**config.mk**
```make
export PLATFORM = sky130hd
export DESIGN_NAME = cci_div_cell
export DESIGN_NICKNAME = d
export VERILOG_FILES = /design/src/sv/circle_circle_intersection_assert.svh /design/src/sv/cci_pkg.sv /design/src/sv/cci_div_cell.sv
export SDC_FILE = /design/constraint.sdc
export NUM_CORES = 1
export LEC_CHECK = 0
export BUFFER_PORTS_ARGS = -buffer_cell sky130_fd_sc_hd__buf_2
export CELL_PAD_IN_SITES_DETAIL_PLACEMENT = 1
export CELL_PAD_IN_SITES_GLOBAL_PLACEMENT = 1
export CORE_UTILIZATION = 38
export DETAILED_ROUTE_END_ITERATION = 7
export GPL_TIMING_DRIVEN = 0
export PLACE_DENSITY_LB_ADDON = 0.12
export RECOVER_POWER = 100
export SYNTH_ARGS = -nofsm -noshare
export SYNTH_HDL_FRONTEND = slang
export SYNTH_SLANG_ARGS = --single-unit
export TNS_END_PERCENT = 20
```
**constraint.sdc**
```tcl
create_clock -name clk -period 5.05 [get_ports clk]
set_input_delay 0.7575 -clock clk [delete_from_list [all_inputs] [get_ports clk]]
set_output_delay 0.7575 -clock clk [all_outputs]
set_load 0.01 [all_outputs]
```
**src/sv/circle_circle_intersection_assert.svh**
```systemverilog
// ----------------------------------------------------------------------------
// Assertion macros for the circle intersection block
// Concurrent checks that can be compiled out with ASSERT_OFF.
// ----------------------------------------------------------------------------
`ifndef CIRCLE_CIRCLE_INTERSECTION_ASSERT_SVH
`define CIRCLE_CIRCLE_INTERSECTION_ASSERT_SVH

`ifndef ASSERT_OFF

`define CCI_ASSERT(lbl, ck, rn, prop) \
  lbl: assert property (@(posedge ck) disable iff (!rn) prop) \
    else $error("circle intersection assertion failed");

`define CCI_ASSERT_NEXT(lbl, ck, rn, ante, cons) \
  lbl: assert property (@(posedge ck) disable iff (!rn) (ante) |=> (cons)) \
    else $error("circle intersection assertion failed");

`else

`define CCI_ASSERT(lbl, ck, rn, prop)

`define CCI_ASSERT_NEXT(lbl, ck, rn, ante, cons)

`endif

`endif

```
**src/sv/cci_pkg.sv**
```systemverilog
// ----------------------------------------------------------------------------
// cci_pkg
// Widths, word types and cell state types for the circle intersection block.
// ----------------------------------------------------------------------------
`timescale 1ns / 1ps
`default_nettype none

package cci_pkg;

  localparam int MW   = 33;           // center difference magnitude
  localparam int DW   = 67;           // squared center distance
  localparam int KW   = 68;           // chord term magnitude
  localparam int R2W  = 62;           // squared radius
  localparam int RADW = 132;          // square root radicand
  localparam int SW   = RADW / 2;     // square root width, one bit per cell
  localparam int REMW = SW + 3;       // square root partial remainder
  localparam int NW   = MW + KW + 2;  // division numerator
  localparam int QB   = 41;           // quotient bits kept
  localparam int TW   = DW + 1;       // divisor 2D
  localparam int DRW  = DW + 2;       // division partial remainder
  localparam int CW   = 43;           // unsaturated coordinate

  typedef struct packed {
    logic signed [31:0] center_a_x;
    logic signed [31:0] center_a_y;
    logic        [30:0] radius_a;
    logic signed [31:0] center_b_x;
    logic signed [31:0] center_b_y;
    logic        [30:0] radius_b;
    logic               want_upper;
  } in_word_t;

  typedef struct packed {
    logic signed [31:0] point_x;
    logic signed [31:0] point_y;
    logic               no_intersection;
  } out_word_t;

  typedef struct packed {
    logic [RADW-1:0] rad;
    logic [REMW-1:0] rem;
    logic [SW-1:0]   root;
  } sq_state_t;

  typedef struct packed {
    logic [DRW-1:0] rem;
    logic [QB-1:0]  nq;
  } dv_state_t;

  typedef struct packed {
    logic               noint;
    logic               upper;
    logic signed [31:0] ax;
    logic signed [31:0] ay;
    logic               ndx;
    logic               ndy;
    logic               kneg;
    logic [MW-1:0]      mdx;
    logic [MW-1:0]      mdy;
    logic [KW-1:0]      km;
    logic [DW-1:0]      d;
  } sq_side_t;

  typedef struct packed {
    logic               noint;
    logic               upper;
    logic signed [31:0] ax;
    logic signed [31:0] ay;
    logic [TW-1:0]      twod;
    logic [3:0]         neg;
    logic [3:0]         ovf;
  } dv_side_t;

endpackage

`default_nettype wire

```
**src/sv/cci_div_cell.sv**
```systemverilog
// ----------------------------------------------------------------------------
// cci_div_cell
// One restoring division step: shifts in a numerator bit, yields one quotient bit.
// ----------------------------------------------------------------------------
`timescale 1ns / 1ps
`default_nettype none

module cci_div_cell (
  input  wire logic                    clk,
  input  wire logic                    en,
  input  wire logic [cci_pkg::TW-1:0]  twod,
  input  wire cci_pkg::dv_state_t      dv_in,
  output cci_pkg::dv_state_t           dv_out
);

  cci_pkg::dv_state_t        stage_r;
  cci_pkg::dv_state_t        stage_nxt;
  logic [cci_pkg::DRW-1:0]   rem_s;
  logic                      qbit;

  // The numerator bits leave at the top of nq while quotient bits enter below.
  always_comb begin
    rem_s = {dv_in.rem[cci_pkg::DRW-2:0], dv_in.nq[cci_pkg::QB-1]};
    qbit  = (rem_s >= cci_pkg::DRW'(twod));
    stage_nxt.rem = qbit ? rem_s - cci_pkg::DRW'(twod) : rem_s;
    stage_nxt.nq  = {dv_in.nq[cci_pkg::QB-2:0], qbit};
  end

  always_ff @(posedge clk) begin
    if (en) begin
      stage_r <= stage_nxt;
    end
  end

  assign dv_out = stage_r;

endmodule

`default_nettype wire

```
# ---- After elaboration in Yosys (flattened, before gate mapping)
# Index checks and enable logic that the tools add are counted.
dict set report word_totals {
  register_bits 110
  latch_bits 0
  mem_bits_rw 0
  rom_bits 0
  inputBits 180
  output_inout_bits 110
  word_cells 5
  memories 0
}
dict set report op_classes {
  n_addsub 1
  mul 0
  n_div 0
  magnitude_cmp 1
  n_eq_ne 0
  shift 0
  muxes 1
  n_bitwise 0
  reduce_logical 0
}
# operator n
set op_table {}
lappend op_table {{greater-or-equal comparator 69 x 68 -> 1 bit} 1}
lappend op_table {{2-to-1 mux 69 bit} 1}
lappend op_table {{subtractor 69 x 68 -> 69 bit} 1}

# ---- Longest topological paths before layout
dict set report logic_depth {
  depth_word 2
  depth_mapped 14
  depth_no_buf 12
}

# ---- Worst setup path before layout
# Ideal clock, no wire load.
dict set report synth_timing {
  path_type {input -> register}
  start {in twod[51] in the netlist's numbering}
  end {reg stage_r (netlist bit dv_out[108]), data pin}
  setup_time_ns 0.260
  arrival_time_ns 3.473
  required_time_ns 4.790
  slack_ns 1.316
  stages 14
  path_buffers 2
  cell_sequence {inv_1 > ha_1 > buf_2 > nand4_1 > or4_4 > or3_4 > a2111oi_4 > o31ai_2 > a31oi_4 > nor2_4 > clkinv_2 > buf_6 > mux2i_1 > nand3_1}
}
# item line_no
set synth_rtl {}
lappend synth_rtl {{start, declared} cci_div_cell.sv:11} ;# input wire logic [cci_pkg::TW-1:0] twod,
lappend synth_rtl {{end signal, assigned} cci_div_cell.sv:31} ;# stage_r <= stage_nxt;
lappend synth_rtl {{end, declared} cci_div_cell.sv:16} ;# cci_pkg::dv_state_t stage_r;

==> impl_metrics.prom <==
# TYPE chip_impl_metric gauge
chip_impl_metric{name="peakVddDrop",unit="uV"} 148
chip_impl_metric{name="vias_per_cell",unit=""} 5.41
chip_impl_metric{name="grt.total_usage",unit="%"} 25.7
chip_impl_metric{name="grt_overflow",unit=""} 0
chip_impl_metric{name="synth_top_area_share",unit="%"} 37.7
chip_impl_metric{name="synthesis.area",unit="mm2"} 0.00876
chip_impl_metric{name="num_io_pins",unit=""} 290
chip_impl_metric{name="power_density",unit="mW/mm2"} 279
chip_impl_metric{name="placement_rows",unit=""} 55
chip_impl_metric{name="largest_reg_flops",unit=""} 110
chip_impl_metric{name="antenna_violating_nets_post_route",unit=""} 0
chip_impl_metric{name="cts_max_level",unit=""} 3
chip_impl_metric{name="final.fill_count",unit=""} 2923
chip_impl_metric{name="antenna_violations_before_repair",unit=""} 0
chip_impl_metric{name="place_hpwl",unit="um"} 24600
chip_impl_metric{name="synth_edf_count",unit=""} 110
chip_impl_metric{name="grt_util_met1",unit="%"} 34.0
chip_impl_metric{name="ctsLongestPathBuffers",unit=""} 2
chip_impl_metric{name="postCtsSetupBuffers",unit=""} 0
chip_impl_info{name="layout.cells.most_common",value="sky130_fd_sc_hd__buf_2"} 1
chip_impl_metric{name="drt-wirelength-per-cell",unit="um"} 19.0
chip_impl_metric{name="timing.final.crit_share",unit="%"} 87.3
chip_impl_metric{name="place.gp.congestion",unit=""} 0.861
chip_impl_info{name="critPathLaunchType",value="input port"} 1
chip_impl_info{name="critPathTopFamily",value="compound AO/OA/AOI/OAI gates"} 1
chip_impl_info{name="worst_min_delay_path_category",value="input port to flop"} 1
chip_impl_info{name="setup.worst_path.end_class",value="flop"} 1
chip_impl_metric{name="worstPathRequired",unit="ns"} 5.21
chip_impl_metric{name="critical_path.n_buffers_inverters",unit=""} 7
chip_impl_info{name="ys.flop_type",value="sky130_fd_sc_hd__edfxtp_1"} 1
chip_impl_info{name="synth_top_area_cell",value="sky130_fd_sc_hd__edfxtp_1"} 1
chip_impl_metric{name="postSynthAreaPerCell",unit="um2"} 8.74
chip_impl_metric{name="grt_first_pass_wirelength",unit="um"} 47700
chip_impl_metric{name="synth-async-reset-ratio",unit="%"} 0
chip_impl_metric{name="global_route.usage.met3",unit="%"} 4.43
chip_impl_metric{name="power.leakage",unit="nW"} 4.60
chip_impl_metric{name="die_x",unit="um"} 154
chip_impl_info{name="cts_tree",value="yes"} 1
chip_impl_metric{name="post_cts_hold_buffer_count",unit=""} 0
chip_impl_metric{name="report.final.setup_viol",unit=""} 0
chip_impl_metric{name="route.vias.total",unit=""} 8622
chip_impl_metric{name="cell_count_after_synthesis",unit=""} 1002
chip_impl_metric{name="start_util",unit="%"} 38.7
chip_impl_metric{name="drt-pass1-iter-count",unit=""} 5
chip_impl_metric{name="synth.net_count",unit=""} 1251
chip_impl_metric{name="drt_wl_total",unit="um"} 30300
chip_impl_metric{name="total_power",unit="W"} 0.00297
chip_impl_metric{name="finalHoldViolCount",unit=""} 0
chip_impl_metric{name="cts_buf_count",unit=""} 9
chip_impl_metric{name="layout_area_growth_over_synthesis",unit="%"} 21.7
chip_impl_info{name="worstSetupPathType",value="input port to flop"} 1
chip_impl_metric{name="post_route_cells_drive_above_1_share",unit="%"} 17.1
chip_impl_info{name="rsz0062_at_grt",value="no"} 1
chip_impl_info{name="failed_checks",value="capacitance limit, slew limit"} 1
chip_impl_metric{name="period_minus_slack",unit="ns"} 4.41
chip_impl_metric{name="clk_pin_slew_worst_paths",unit="ns"} 0.09
chip_impl_info{name="slowest_cell_on_the_critical_path",value="sky130_fd_sc_hd__o31ai_1"} 1
chip_impl_metric{name="setup_tns_final",unit="ns"} 0
chip_impl_info{name="synthTopCellsByArea",value="sky130_fd_sc_hd__edfxtp_1 38%, sky130_fd_sc_hd__ha_1 9.7%, sky130_fd_sc_hd__a21oi_1 7.7%"} 1
chip_impl_metric{name="synth-seq-area-share",unit="%"} 37.7
chip_impl_info{name="gr-max-usage-layer",value="met2"} 1
chip_impl_metric{name="synth_warnings",unit=""} 0
chip_impl_metric{name="design.final.nets",unit=""} 1551
chip_impl_info{name="clock-root-buffer",value="sky130_fd_sc_hd__clkbuf_16"} 1
chip_impl_metric{name="number_of_input_and_output_port_buffers_inserted",unit=""} 288
chip_impl_info{name="path_cells",value="buf_2 -> inv_1 -> ha_1 -> clkbuf_1 -> a21oi_1 -> o21ai_0 -> a21oi_1 -> inv_1 -> o31ai_1 -> a31oi_4 -> nor2_4 -> clkinv_2 -> buf_6 -> clkbuf_1 -> a21oi_1"} 1
chip_impl_metric{name="crit_path_max_fanout",unit=""} 10
chip_impl_metric{name="post-route-drc-count",unit=""} 0
chip_impl_metric{name="max_clock_freq",unit="MHz"} 227
chip_impl_info{name="final_cell_mix",value="183 x sky130_fd_sc_hd__buf_2, 141 x sky130_fd_sc_hd__clkbuf_1, 134 x sky130_fd_sc_hd__a21oi_1"} 1
chip_impl_metric{name="yosysUniqueCellTypes",unit=""} 70
chip_impl_metric{name="max_stage_delay",unit="ns"} 0.63
chip_impl_metric{name="postCtsResizedCells",unit=""} 0
chip_impl_metric{name="clkSinkCount",unit=""} 110
chip_impl_metric{name="slew_viol_final",unit=""} 113
chip_impl_metric{name="yosys_register_bits",unit=""} 110
chip_impl_metric{name="number_of_violations_reported_at_the_end_of_detailed_routing_iteration_0",unit=""} 411
chip_impl_metric{name="use_met2",unit="%"} 43.4
chip_impl_metric{name="maxCapViolCount",unit=""} 2
chip_impl_info{name="outcome",value="finished, violations left"} 1
chip_impl_metric{name="number_of_global_route_vias_before_repair",unit=""} 8801
chip_impl_metric{name="core",unit="mm2"} 0.0226
chip_impl_metric{name="timing.max_slew.rel_slack",unit="%"} -43.5
chip_impl_metric{name="timing.critical_path.arrival",unit="ns"} 4.57
chip_impl_metric{name="floorplan.die.height",unit="um"} 154
chip_impl_metric{name="timing_worst_slew_pin_value",unit="ns"} 2.15
chip_impl_info{name="most_repeated_library_cell_on_the_critical_path",value="sky130_fd_sc_hd__a21oi_1"} 1
chip_impl_metric{name="floorplan.die_area",unit="mm2"} 0.0237
chip_impl_metric{name="grt_start_max_net_pins",unit=""} 75
cells by family after synthesis:
family,Yosys count,share of synthesized area [%]
XOR/XNOR,54,5.40
adder cells (fa/ha/maj),69,9.94
AND/OR/NAND/NOR,303,16.5
flip-flops,110,37.7
AO/OA/AOI/OAI,324,23.4
buffers and inverters,139,6.78
multiplexers,3,0.357
through the flow:
step	util, %	area [um2]	instances	worst slack, ns	hold WS, ns
after floorplan	-	8760	1002	1.32	0.856
final	47.1	10700	1593	0.639	0.563
after CTS	48.1	10900	1592	0.871	0.554
after detailed placement	46.8	10600	1576	0.498	0.936
after global placement	46.6	10600	1575	0.500	0.934
after global routing	47.1	10700	1592	0.331	0.547
power by group:
part / leakage [nW] / total (W) / internal (W) / switching [W]
combinational: 3.37 / 0.00103 / 0.000378 / 0.000654
sequential: 1.08 / 0.00119 / 0.00116 / 0.0000321
clock: 0.143 / 0.000749 / 0.000352 / 0.000397
metal layers:
layer	vias up	routed length [um]
met5	-	0
met4	0	552
met3	31	1660
met2	278	14100
met1	4082	14000
li1	4231	-
worst paths after layout:
kind,to,cells after the start,start,slack [ns]
worst max-delay path,dv_out[78],15,twod[24],0.64
worst min-delay path,dv_out[31],1,dv_in[30],0.56
cell type report:
cell class | instances | area (um2) | share of cell area (%)
Antenna cell | 1 | 2.50 | 0.0235
Buffer | 44 | 210 | 1.97
Clock buffer | 10 | 229 | 2.15
Clock inverter | 6 | 62.6 | 0.587
Inverter | 95 | 358 | 3.36
Multi-Input combinational cell | 753 | 4830 | 45.3
Sequential cell | 110 | 3300 | 31.0
Tap cell | 285 | 357 | 3.34
Timing Repair Buffer | 289 | 1310 | 12.3
cells in the mapped netlist (all sizes together) (4+ instances only):
master,n
a21o,27
a41oi,4
xor2,23
a31oi,16
o21a,9
nand2,83
a211oi,9
buf,21
o31ai,9
and2,9
nor4,10
o211a,5
a2111oi,5
a21boi,4
nand3,15
ha,68
o21bai,17
or3,10
nand2b,8
a21oi,134
nand4,25
clkbuf,23
nor2,104
edfxtp,110
xnor2,31
inv,94
o211ai,7
o21ai,59
nor3,19
nor2b,8
No activity file was read; power rests on OpenSTA's default activity.
