[src/sv/circle_circle_intersection_assert.svh]
// ----------------------------------------------------------------------------
// Assertion macros for the circle intersection block
// Concurrent checks that can be compiled out with ASSERT_OFF.
// ----------------------------------------------------------------------------
`ifndef CIRCLE_CIRCLE_INTERSECTION_ASSERT_SVH
`define CIRCLE_CIRCLE_INTERSECTION_ASSERT_SVH

`ifndef ASSERT_OFF

`define CCI_ASSERT(lbl, ck, rn, prop) \
  lbl: assert property (@(posedge ck) disable iff (!rn) prop) \
    else $error("circle intersection assertion failed");

`define CCI_ASSERT_NEXT(lbl, ck, rn, ante, cons) \
  lbl: assert property (@(posedge ck) disable iff (!rn) (ante) |=> (cons)) \
    else $error("circle intersection assertion failed");

`else

`define CCI_ASSERT(lbl, ck, rn, prop)

`define CCI_ASSERT_NEXT(lbl, ck, rn, ante, cons)

`endif

`endif

[src/sv/cci_pkg.sv]
// ----------------------------------------------------------------------------
// cci_pkg
// Widths, word types and cell state types for the circle intersection block.
// ----------------------------------------------------------------------------
`timescale 1ns / 1ps
`default_nettype none

package cci_pkg;

  localparam int MW   = 33;           // center difference magnitude
  localparam int DW   = 67;           // squared center distance
  localparam int KW   = 68;           // chord term magnitude
  localparam int R2W  = 62;           // squared radius
  localparam int RADW = 132;          // square root radicand
  localparam int SW   = RADW / 2;     // square root width, one bit per cell
  localparam int REMW = SW + 3;       // square root partial remainder
  localparam int NW   = MW + KW + 2;  // division numerator
  localparam int QB   = 41;           // quotient bits kept
  localparam int TW   = DW + 1;       // divisor 2D
  localparam int DRW  = DW + 2;       // division partial remainder
  localparam int CW   = 43;           // unsaturated coordinate

  typedef struct packed {
    logic signed [31:0] center_a_x;
    logic signed [31:0] center_a_y;
    logic        [30:0] radius_a;
    logic signed [31:0] center_b_x;
    logic signed [31:0] center_b_y;
    logic        [30:0] radius_b;
    logic               want_upper;
  } in_word_t;

  typedef struct packed {
    logic signed [31:0] point_x;
    logic signed [31:0] point_y;
    logic               no_intersection;
  } out_word_t;

  typedef struct packed {
    logic [RADW-1:0] rad;
    logic [REMW-1:0] rem;
    logic [SW-1:0]   root;
  } sq_state_t;

  typedef struct packed {
    logic [DRW-1:0] rem;
    logic [QB-1:0]  nq;
  } dv_state_t;

  typedef struct packed {
    logic               noint;
    logic               upper;
    logic signed [31:0] ax;
    logic signed [31:0] ay;
    logic               ndx;
    logic               ndy;
    logic               kneg;
    logic [MW-1:0]      mdx;
    logic [MW-1:0]      mdy;
    logic [KW-1:0]      km;
    logic [DW-1:0]      d;
  } sq_side_t;

  typedef struct packed {
    logic               noint;
    logic               upper;
    logic signed [31:0] ax;
    logic signed [31:0] ay;
    logic [TW-1:0]      twod;
    logic [3:0]         neg;
    logic [3:0]         ovf;
  } dv_side_t;

endpackage

`default_nettype wire

[src/sv/cci_sqrt_cell.sv]
// ----------------------------------------------------------------------------
// cci_sqrt_cell
// One restoring square root step: brings in two radicand bits, yields one root bit.
// ----------------------------------------------------------------------------
`timescale 1ns / 1ps
`default_nettype none

module cci_sqrt_cell (
  input  wire logic               clk,
  input  wire logic               en,
  input  wire cci_pkg::sq_state_t sq_in,
  output cci_pkg::sq_state_t      sq_out
);

  cci_pkg::sq_state_t         stage_r;
  cci_pkg::sq_state_t         stage_nxt;
  logic [cci_pkg::REMW-1:0]   rem_s;
  logic [cci_pkg::REMW-1:0]   trial;

  always_comb begin
    rem_s = {sq_in.rem[cci_pkg::REMW-3:0], sq_in.rad[cci_pkg::RADW-1 -: 2]};
    trial = {1'b0, sq_in.root, 2'b01};
    stage_nxt.rad = {sq_in.rad[cci_pkg::RADW-3:0], 2'b00};
    if (rem_s >= trial) begin
      stage_nxt.rem  = rem_s - trial;
      stage_nxt.root = {sq_in.root[cci_pkg::SW-2:0], 1'b1};
    end else begin
      stage_nxt.rem  = rem_s;
      stage_nxt.root = {sq_in.root[cci_pkg::SW-2:0], 1'b0};
    end
  end

  always_ff @(posedge clk) begin
    if (en) begin
      stage_r <= stage_nxt;
    end
  end

  assign sq_out = stage_r;

endmodule

`default_nettype wire

[config.mk]
export PLATFORM = sky130hd
export DESIGN_NAME = cci_sqrt_cell
export DESIGN_NICKNAME = d
export VERILOG_FILES = /design/src/sv/circle_circle_intersection_assert.svh /design/src/sv/cci_pkg.sv /design/src/sv/cci_sqrt_cell.sv
export SDC_FILE = /design/constraint.sdc
export NUM_CORES = 1
export LEC_CHECK = 0
export ABC_AREA = 1
export BUFFER_PORTS_ARGS = -buffer_cell sky130_fd_sc_hd__buf_2
export CAP_MARGIN = 10
export CORE_AREA = 2 2 209 211
export DETAILED_ROUTE_END_ITERATION = 8
export DIE_AREA = 0 0 211 213
export SLEW_MARGIN = 20
export SYNTH_ARGS = -nofsm -noshare
export SYNTH_HDL_FRONTEND = slang
export SYNTH_SLANG_ARGS = --single-unit
[constraint.sdc]
create_clock -name clk -period 2.5 [get_ports clk]
set_input_delay 0.25 -clock clk [delete_from_list [all_inputs] [get_ports clk]]
set_output_delay 0.25 -clock clk [all_outputs]
set_load 0.03 [all_outputs]
Yosys cells after proc, flatten, opt, wreduce, memory -nomap -nowiden

Cells that the tools add are included.

Add/sub/neg operators: 1
Order comparisons: 1
Mux-type cells: 1

Operator list:

| cell           | count |
|---|---|
| $mux 135       | 1 |
| $ge 69x68->1   | 1 |
| $sub 69x68->69 | 1 |

Register bits after elaboration: 265
Input port bits: 269

Logic depth before layout (Yosys ltp)

Gate-level depths: netlist of run 1.

Word-level depth: 2
Depth in mapped cells: 19
Gate-level depth less buffers: 17

Worst setup path after synthesis of run 1

No wires, ideal clock.

Kind: input-to-reg
From: input port sq_in[35] in the netlist's numbering
To: register stage_r, in the netlist sq_out[74], data pin
Library setup time: 0.252 ns
Data arrival time: 1.872 ns
Required time: 2.248 ns
Slack: 0.376 ns
Stages: 15
Cell sequence: inv_1 ha_1 nand2_1 nor2_2 nand2_1 nor2_1 nand2_1 nor3_1 nor2_1 nand2_4 inv_2 buf_6 buf_6 nand2_1 nand2_1

RTL lines:

| item                 | line                | text |
|---|---|---|
| start, declared      | cci_sqrt_cell.sv:11 | `input wire cci_pkg::sq_state_t sq_in,` |
| end signal, assigned | cci_sqrt_cell.sv:35 | `stage_r <= stage_nxt;` |
| end, declared        | cci_sqrt_cell.sv:15 | `cci_pkg::sq_state_t stage_r;` |

==> results.tsv, run 1 <==
metric	value	unit
synth_simple_gate_area_share	25.77	%
grt_max_degree	63	
rows	76	
critPathSlowestCell	dlygate4sd3_1	
path_common_cell	nand2_1	
finish.net_count	3262	
status	finished, final reports clean	
largest_reg_flops	265	
startpoint_type	input pin	
seq_area	7958	um^2
vias	16211	
multi_input_area	6296	um^2
fillCellCount	3861	
p_seq_share	37.9	%
grt_antenna_before_repair	9	
ios	536	
worst_setup_path_end_kind	flop	
finalNonFillerCells	3498	
drv_cap	0	
placedCellCount	3174	
antenna_left	0	
cts_tree	yes	
io_buffer_count	531	
maxSlewViolCount	0	
pwr-share-comb	32.3	%
final_common_cell	nand2_1	
post-route-period-util	98.05	%
cp_top_family	buffers and inverters	
fp.dieW	211	um
fmax	407.9	MHz
synth-seq-area-share	52.87	%
grt_usage	28.67	%
synth_edf_count	265	
synth_xor_area_share	2.095	%
muxShareOfSynthArea	0	%
layout_common_cells	nand2_1, buf_2, inv_1, buf_4, edfxtp_1	
hpwlAfterDp	52490	um
crit_fanout	22	
peakVddDrop	534.5	uV
power_leakage	12.69	nW
syn2layout_area_growth	65.86	%
hold_viol_final	0	
start_util	35.25	%
h-tree-depth	1	
wl	66980	um
yosys_warnings	0	
grt-busiest-layer	met2	
grt_pass1_wl	96040	um
fp.coreArea	42700	um^2
rsz0062_at_grt	true	
cp_num_buf_inv	7	
power.internal	0.009840	W
synth_ff_type	edfxtp_1	
synth_fa_ha_area_share	5.653	%
grtUsageMet1	35.18	%
p_sw	0.004813	W
critical-path-max-stage-delay	0.53	ns
clkPwrFrac	29.7	%
holdCritPathClass	in2reg	
grt_use_met2	49.41	%
postSynthAreaPerCell	8.275	um^2
final_area	24970	um^2
hold_slack	0.007067	ns
setup_tns	0	ns
die_h	213	um
drtIter0Drc	914	
p_sw_share	32.85	%
worstPathCellList	dlygate4sd3_1 > buf_2 > inv_1 > ha_2 > nand2_1 > nor2_2 > inv_2 > nor3_4 > buf_4 > nand3_2 > nand2_4 > clkinv_8 > buf_12 > nand2_1 > nand2_1	
numCtsBuffers	30	
synth_top_family_by_area	simple AND/OR/NAND/NOR gates	
crit_type	in2reg	
syn_area	15050	um^2
firstDrtPassIters	5	
cellPowerDensity	586.9	nW/um^2
synth_compound_area_share	4.173	%
fin_util	58.47	%
async_flop_share	0	%
synthCells	1819	
gr-usage-met3	5.751	%
synth-seq-cells	265	
ctsLongestPathBuffers	3	
drc	0	
placed_cell_area	20640	um^2
period_needed	2.451	ns
clk_pin_slew	0.06	ns
drive_above_1_share	34.49	%
grt_remaining_overflow	0	
setup_viol	0	
first_global_vias	16452	
critPathRequiredTime	2.82	ns
clock_sinks	265	
dieArea	44940	um^2
wl_per_cell	19.15	um
arrival	2.77	ns
routabilityCongestion	0.9017	
root_buffer	clkbuf_16	
routed_via_density	4.634	
ys_types	29	
==> per-layer routing <==
metal | wire [um] | vias to the layer above
met5 | 73 | -
li1 | - | 7981
met3 | 4270 | 125
met1 | 27550 | 7559
met4 | 2859 | 10
met2 | 32220 | 536
==> logic make-up (layout without fill, tap and decap cells) <==
logic type	Yosys count	count (layout)
xor gates and xnor gates	36	36
AOI/OAI and AO/OA	118	118
and+or+nand+nor	965	965
DFF	265	265
other	1	8
adders and majority gates	68	68
buffers and inverters	366	1492
==> worst paths after layout <==
kind,from,endpoint,slack [ns],depth (start not counted)
hold / removal,sq_in[62],sq_out[63],0.007,1
setup / recovery,sq_in[51],sq_out[129],0.05,15
==> cell type report <==
type	instances	share of cell area, %
Antenna cell	6	0.06014
Clock buffer	39	3.228
Clock inverter	14	0.6114
Inverter	350	5.322
Multi-Input combinational cell	1189	25.22
Sequential cell	265	31.87
Tap cell	546	2.736
Timing Repair Buffer	1089	30.95
==> power groups by stage <==
stage | registers [W] | clock network (W) | logic, W
floorplan | 0.00653 | 0 | 0.00129
global placement | 0.00563 | 0 | 0.00416
detailed placement | 0.00563 | 0 | 0.00417
CTS | 0.00555 | 0.00443 | 0.00451
global route | 0.00559 | 0.00458 | 0.00510
finish | 0.00556 | 0.00436 | 0.00474
==> synth_stat cells, types with 3 or more instances <==
master	instances	area (um^2)
nand2_1	709	2661
inv_1	342	1284
edfxtp_1	265	7958
nor2_1	125	469.2
a21oi_1	75	375.4
nand3_1	74	370.4
ha_1	68	850.8
xor2_1	34	297.8
o21ai_0	25	125.1
nand4_1	14	87.58
nand3b_1	13	97.59
nor3_1	12	60.06
buf_2	11	55.05
o21bai_1	11	82.58
inv_2	8	30.03
nor2_2	6	37.54
nor4_1	6	37.54
buf_6	3	33.78
o21ai_1	3	15.01
==> repair_timing <==
| item | in CTS | in global routing |
|---|---|---|
| hold buffers | 253 | 0 |
| resized for setup | 0 | 152 |
| setup endpoints to repair | 0 | 70 |
| hold endpoints to repair | 253 | 0 |
| buffers inserted | 0 | 12 |
==> metrics by stage <==
step                      setup WS (ns)  power (W)
after global placement          -0.2358   0.009788
after floorplan                  0.3758   0.007814
after global routing           -0.05552    0.01527
after detailed placement        -0.1741   0.009804
after CTS                      0.006404    0.01449
final                           0.04867    0.01465
No activity file was read; power rests on OpenSTA's default activity.
==> run 2: changes to the inputs <==
--- a/config.mk
+++ b/config.mk
@@ -11,6 +11,9 @@
 export CORE_AREA = 2 2 209 211
 export DETAILED_ROUTE_END_ITERATION = 8
 export DIE_AREA = 0 0 211 213
+export HOLD_SLACK_MARGIN = 0.08
+export RECOVER_POWER = 100
+export SKIP_LAST_GASP = 1
 export SLEW_MARGIN = 20
 export SYNTH_ARGS = -nofsm -noshare
 export SYNTH_HDL_FRONTEND = slang
==> run 2 against run 1 <==
Effect of this change:
- sequential share of layout area grew 0.78 points
- die area did not move
- design area is 2.4% lower
- clock power about the same
- critical endpoint is now sq_out[132]
- critical path type unchanged
- largest power group unchanged
- first-iteration DRC count rose by 6.1%
==> results.tsv, run 2 (synthesis results as in run 1) <==
metric	value	unit	change
seq_area	7958	um^2	unchanged
fillCellCount	4085		was 3861
drive_above_1_share	22.89	%	was 34.49%
hold_viol_final	0		unchanged
power.internal	0.009676	W	was 0.009840 W
ios	536		unchanged
ctsLongestPathBuffers	3		unchanged
clock_sinks	265		unchanged
clkPwrFrac	30.1	%	was 29.7%
wl_per_cell	19.03	um	was 19.15 um
path_common_cell	nand2_1		unchanged
start_util	35.25	%	unchanged
critical-path-max-stage-delay	0.52	ns	was 0.53 ns
hold_depth	4		was 1
dieArea	44940	um^2	unchanged
numCtsBuffers	30		unchanged
drv_cap	0		unchanged
firstDrtPassIters	7		was 5
critPathRequiredTime	2.82	ns	about the same
cts_tree	yes		unchanged
final_area	24370	um^2	was 24970 um^2
finish.net_count	3265		was 3262
hpwlAfterDp	52490	um	unchanged
rsz0062_at_grt	true		unchanged
hold_slack	0.1356	ns	was 0.007067 ns
total_power	0.01448	W	was 0.01465 W
startpoint_type	input pin		unchanged
tightest_slew	1.473	ns	
worstPathCellList	dlygate4sd3_1 > clkbuf_1 > inv_2 > ha_4 > nand2_1 > buf_4 > nor2_1 > nand2_1 > nor4_1 > nand2_2 > nand2_1 > nand2_1 > nand3_1 > nand2_1		was dlygate4sd3_1 > buf_2 > inv_1 > ha_2 > nand2_1 > nor2_2 > inv_2 > nor3_4 > buf_4 > nand3_2 > nand2_4 > clkinv_8 > buf_12 > nand2_1 > nand2_1
p_sw	0.004805	W	was 0.004813 W
pwr-share-comb	31.4	%	was 32.3%
crit_cells	14		was 15
status	finished, final reports clean		unchanged
p_seq_share	38.5	%	was 37.9%
period_needed	2.454	ns	was 2.451 ns
largest_reg_flops	265		unchanged
cellPowerDensity	594.3	nW/um^2	was 586.9 nW/um^2
holdCritPathClass	in2reg		unchanged
h-tree-depth	1		unchanged
post-route-period-util	98.17	%	was 98.05%
grt_remaining_overflow	0		unchanged
arrival	2.78	ns	was 2.77 ns
grt_pass1_wl	96180	um	was 96040 um
antenna_left	0		unchanged
critPathSlowestCell	dlygate4sd3_1		unchanged
multi_input_area	6212	um^2	was 6296 um^2
max_slew_margin	1.801	%	
fin_util	57.07	%	was 58.47%
grt_max_degree	63		unchanged
power_leakage	11.72	nW	was 12.69 nW
grt_antenna_before_repair	6		was 9
die_h	213	um	unchanged
fp.dieW	211	um	unchanged
crit_type	in2reg		unchanged
drtIter0Drc	970		was 914
drc	0		unchanged
cp_top_family	simple AND/OR/NAND/NOR gates		was buffers and inverters
peakVddDrop	519.2	uV	was 534.5 uV
setup_viol	0		unchanged
vias	16275		was 16211
routabilityCongestion	0.9017		unchanged
io_buffer_count	531		unchanged
maxSlewViolCount	0		unchanged
rows	76		unchanged
first_global_vias	16462		was 16452
layout_common_cells	nand2_1, inv_1, clkbuf_1, buf_4, edfxtp_1		was nand2_1, buf_2, inv_1, buf_4, edfxtp_1
p_sw_share	33.18	%	was 32.85%
wl	66580	um	was 66980 um
placed_cell_area	20640	um^2	unchanged
fmax	407.5	MHz	was 407.9 MHz
worst_setup_path_end_kind	flop		unchanged
grt_usage	28.71	%	was 28.67%
syn2layout_area_growth	61.88	%	was 65.86%
final_common_cell	nand2_1		unchanged
fp.coreArea	42700	um^2	unchanged
clk_pin_slew	0.06	ns	about the same
routed_via_density	4.653		was 4.634
crit_fanout	5		was 22
root_buffer	clkbuf_16		unchanged
cp_num_buf_inv	4		was 7
run 2: changes by cell type in the layout (fill, tap and decap cells not counted), moves of 4 or more:
| cell | change |
|---|---|
| clkbuf_1 | +327 |
| buf_2 | -322 |
| buf_4 | -10 |
| dlygate4sd3_1 | +7 |
| clkbuf_4 | +6 |
| buf_12 | -5 |
| nand2_1 | +5 |
| nand2_4 | -5 |
| nor2_1 | +5 |
| clkbuf_2 | +4 |
| ha_4 | -4 |
run 2: per-stage QoR:
step | setup WS (ns) | instances | TNS, ns
final | 0.04581 | 3498 | 0
after global routing | -0.08249 | 3495 | -1.047
after CTS | 0.006404 | 3486 | 0
after detailed placement | -0.1741 | 3174 | -9.865
after global placement | -0.2358 | 3174 | -11.11
after floorplan | 0.3758 | 1820 | 0
run 2: repair_timing:
item	CTS	global route
resized for setup	0	130
setup buffers	0	8
hold endpoints to repair	259	0
endpoints found under the setup margin	0	70
hold buffers	259	0
run 2: final cells by class:
type | count | area share [%]
flip-flops and latches | 265 | 32.66
repair buffers | 1092 | 29.67
multi-input cells | 1189 | 25.50
inverters | 350 | 5.412
clock buffers | 39 | 3.307
well taps | 546 | 2.804
clock inverters | 14 | 0.6265
diodes | 3 | 0.03081
run 2: power by group through the flow:
stage / Clock, W / Sequential (W) / Combinational, W
6_report: 0.00436 / 0.00557 / 0.00455
5_1_grt: 0.00458 / 0.00561 / 0.00490
4_1_cts: 0.00443 / 0.00555 / 0.00452
3_5_place_dp: 0 / 0.00563 / 0.00417
3_3_place_gp: 0 / 0.00563 / 0.00416
2_1_floorplan: 0 / 0.00653 / 0.00129
run 2: worst paths after layout:
| kind | start | end | slack [ns] |
|---|---|---|---|
| hold / removal | sq_in[122] | sq_out[124] | 0.14 |
| setup / recovery | sq_in[38] | sq_out[132] | 0.05 |
run 2: worst min-delay path, cell delays in order:
cell and delay, ns:
buf_2 0.11, buf_4 0.12, nand2_1 0.05, nand2_1 0.06
run 2: metal layers:
layer | up-vias | GRT usage, % | wire length (um)
li1 | 7981 | - | -
met2 | 544 | 49.55 | 31780
met5 | - | 0 | 56
met1 | 7604 | 35.31 | 27670
met3 | 138 | 5.530 | 4014
met4 | 8 | 11.66 | 3055
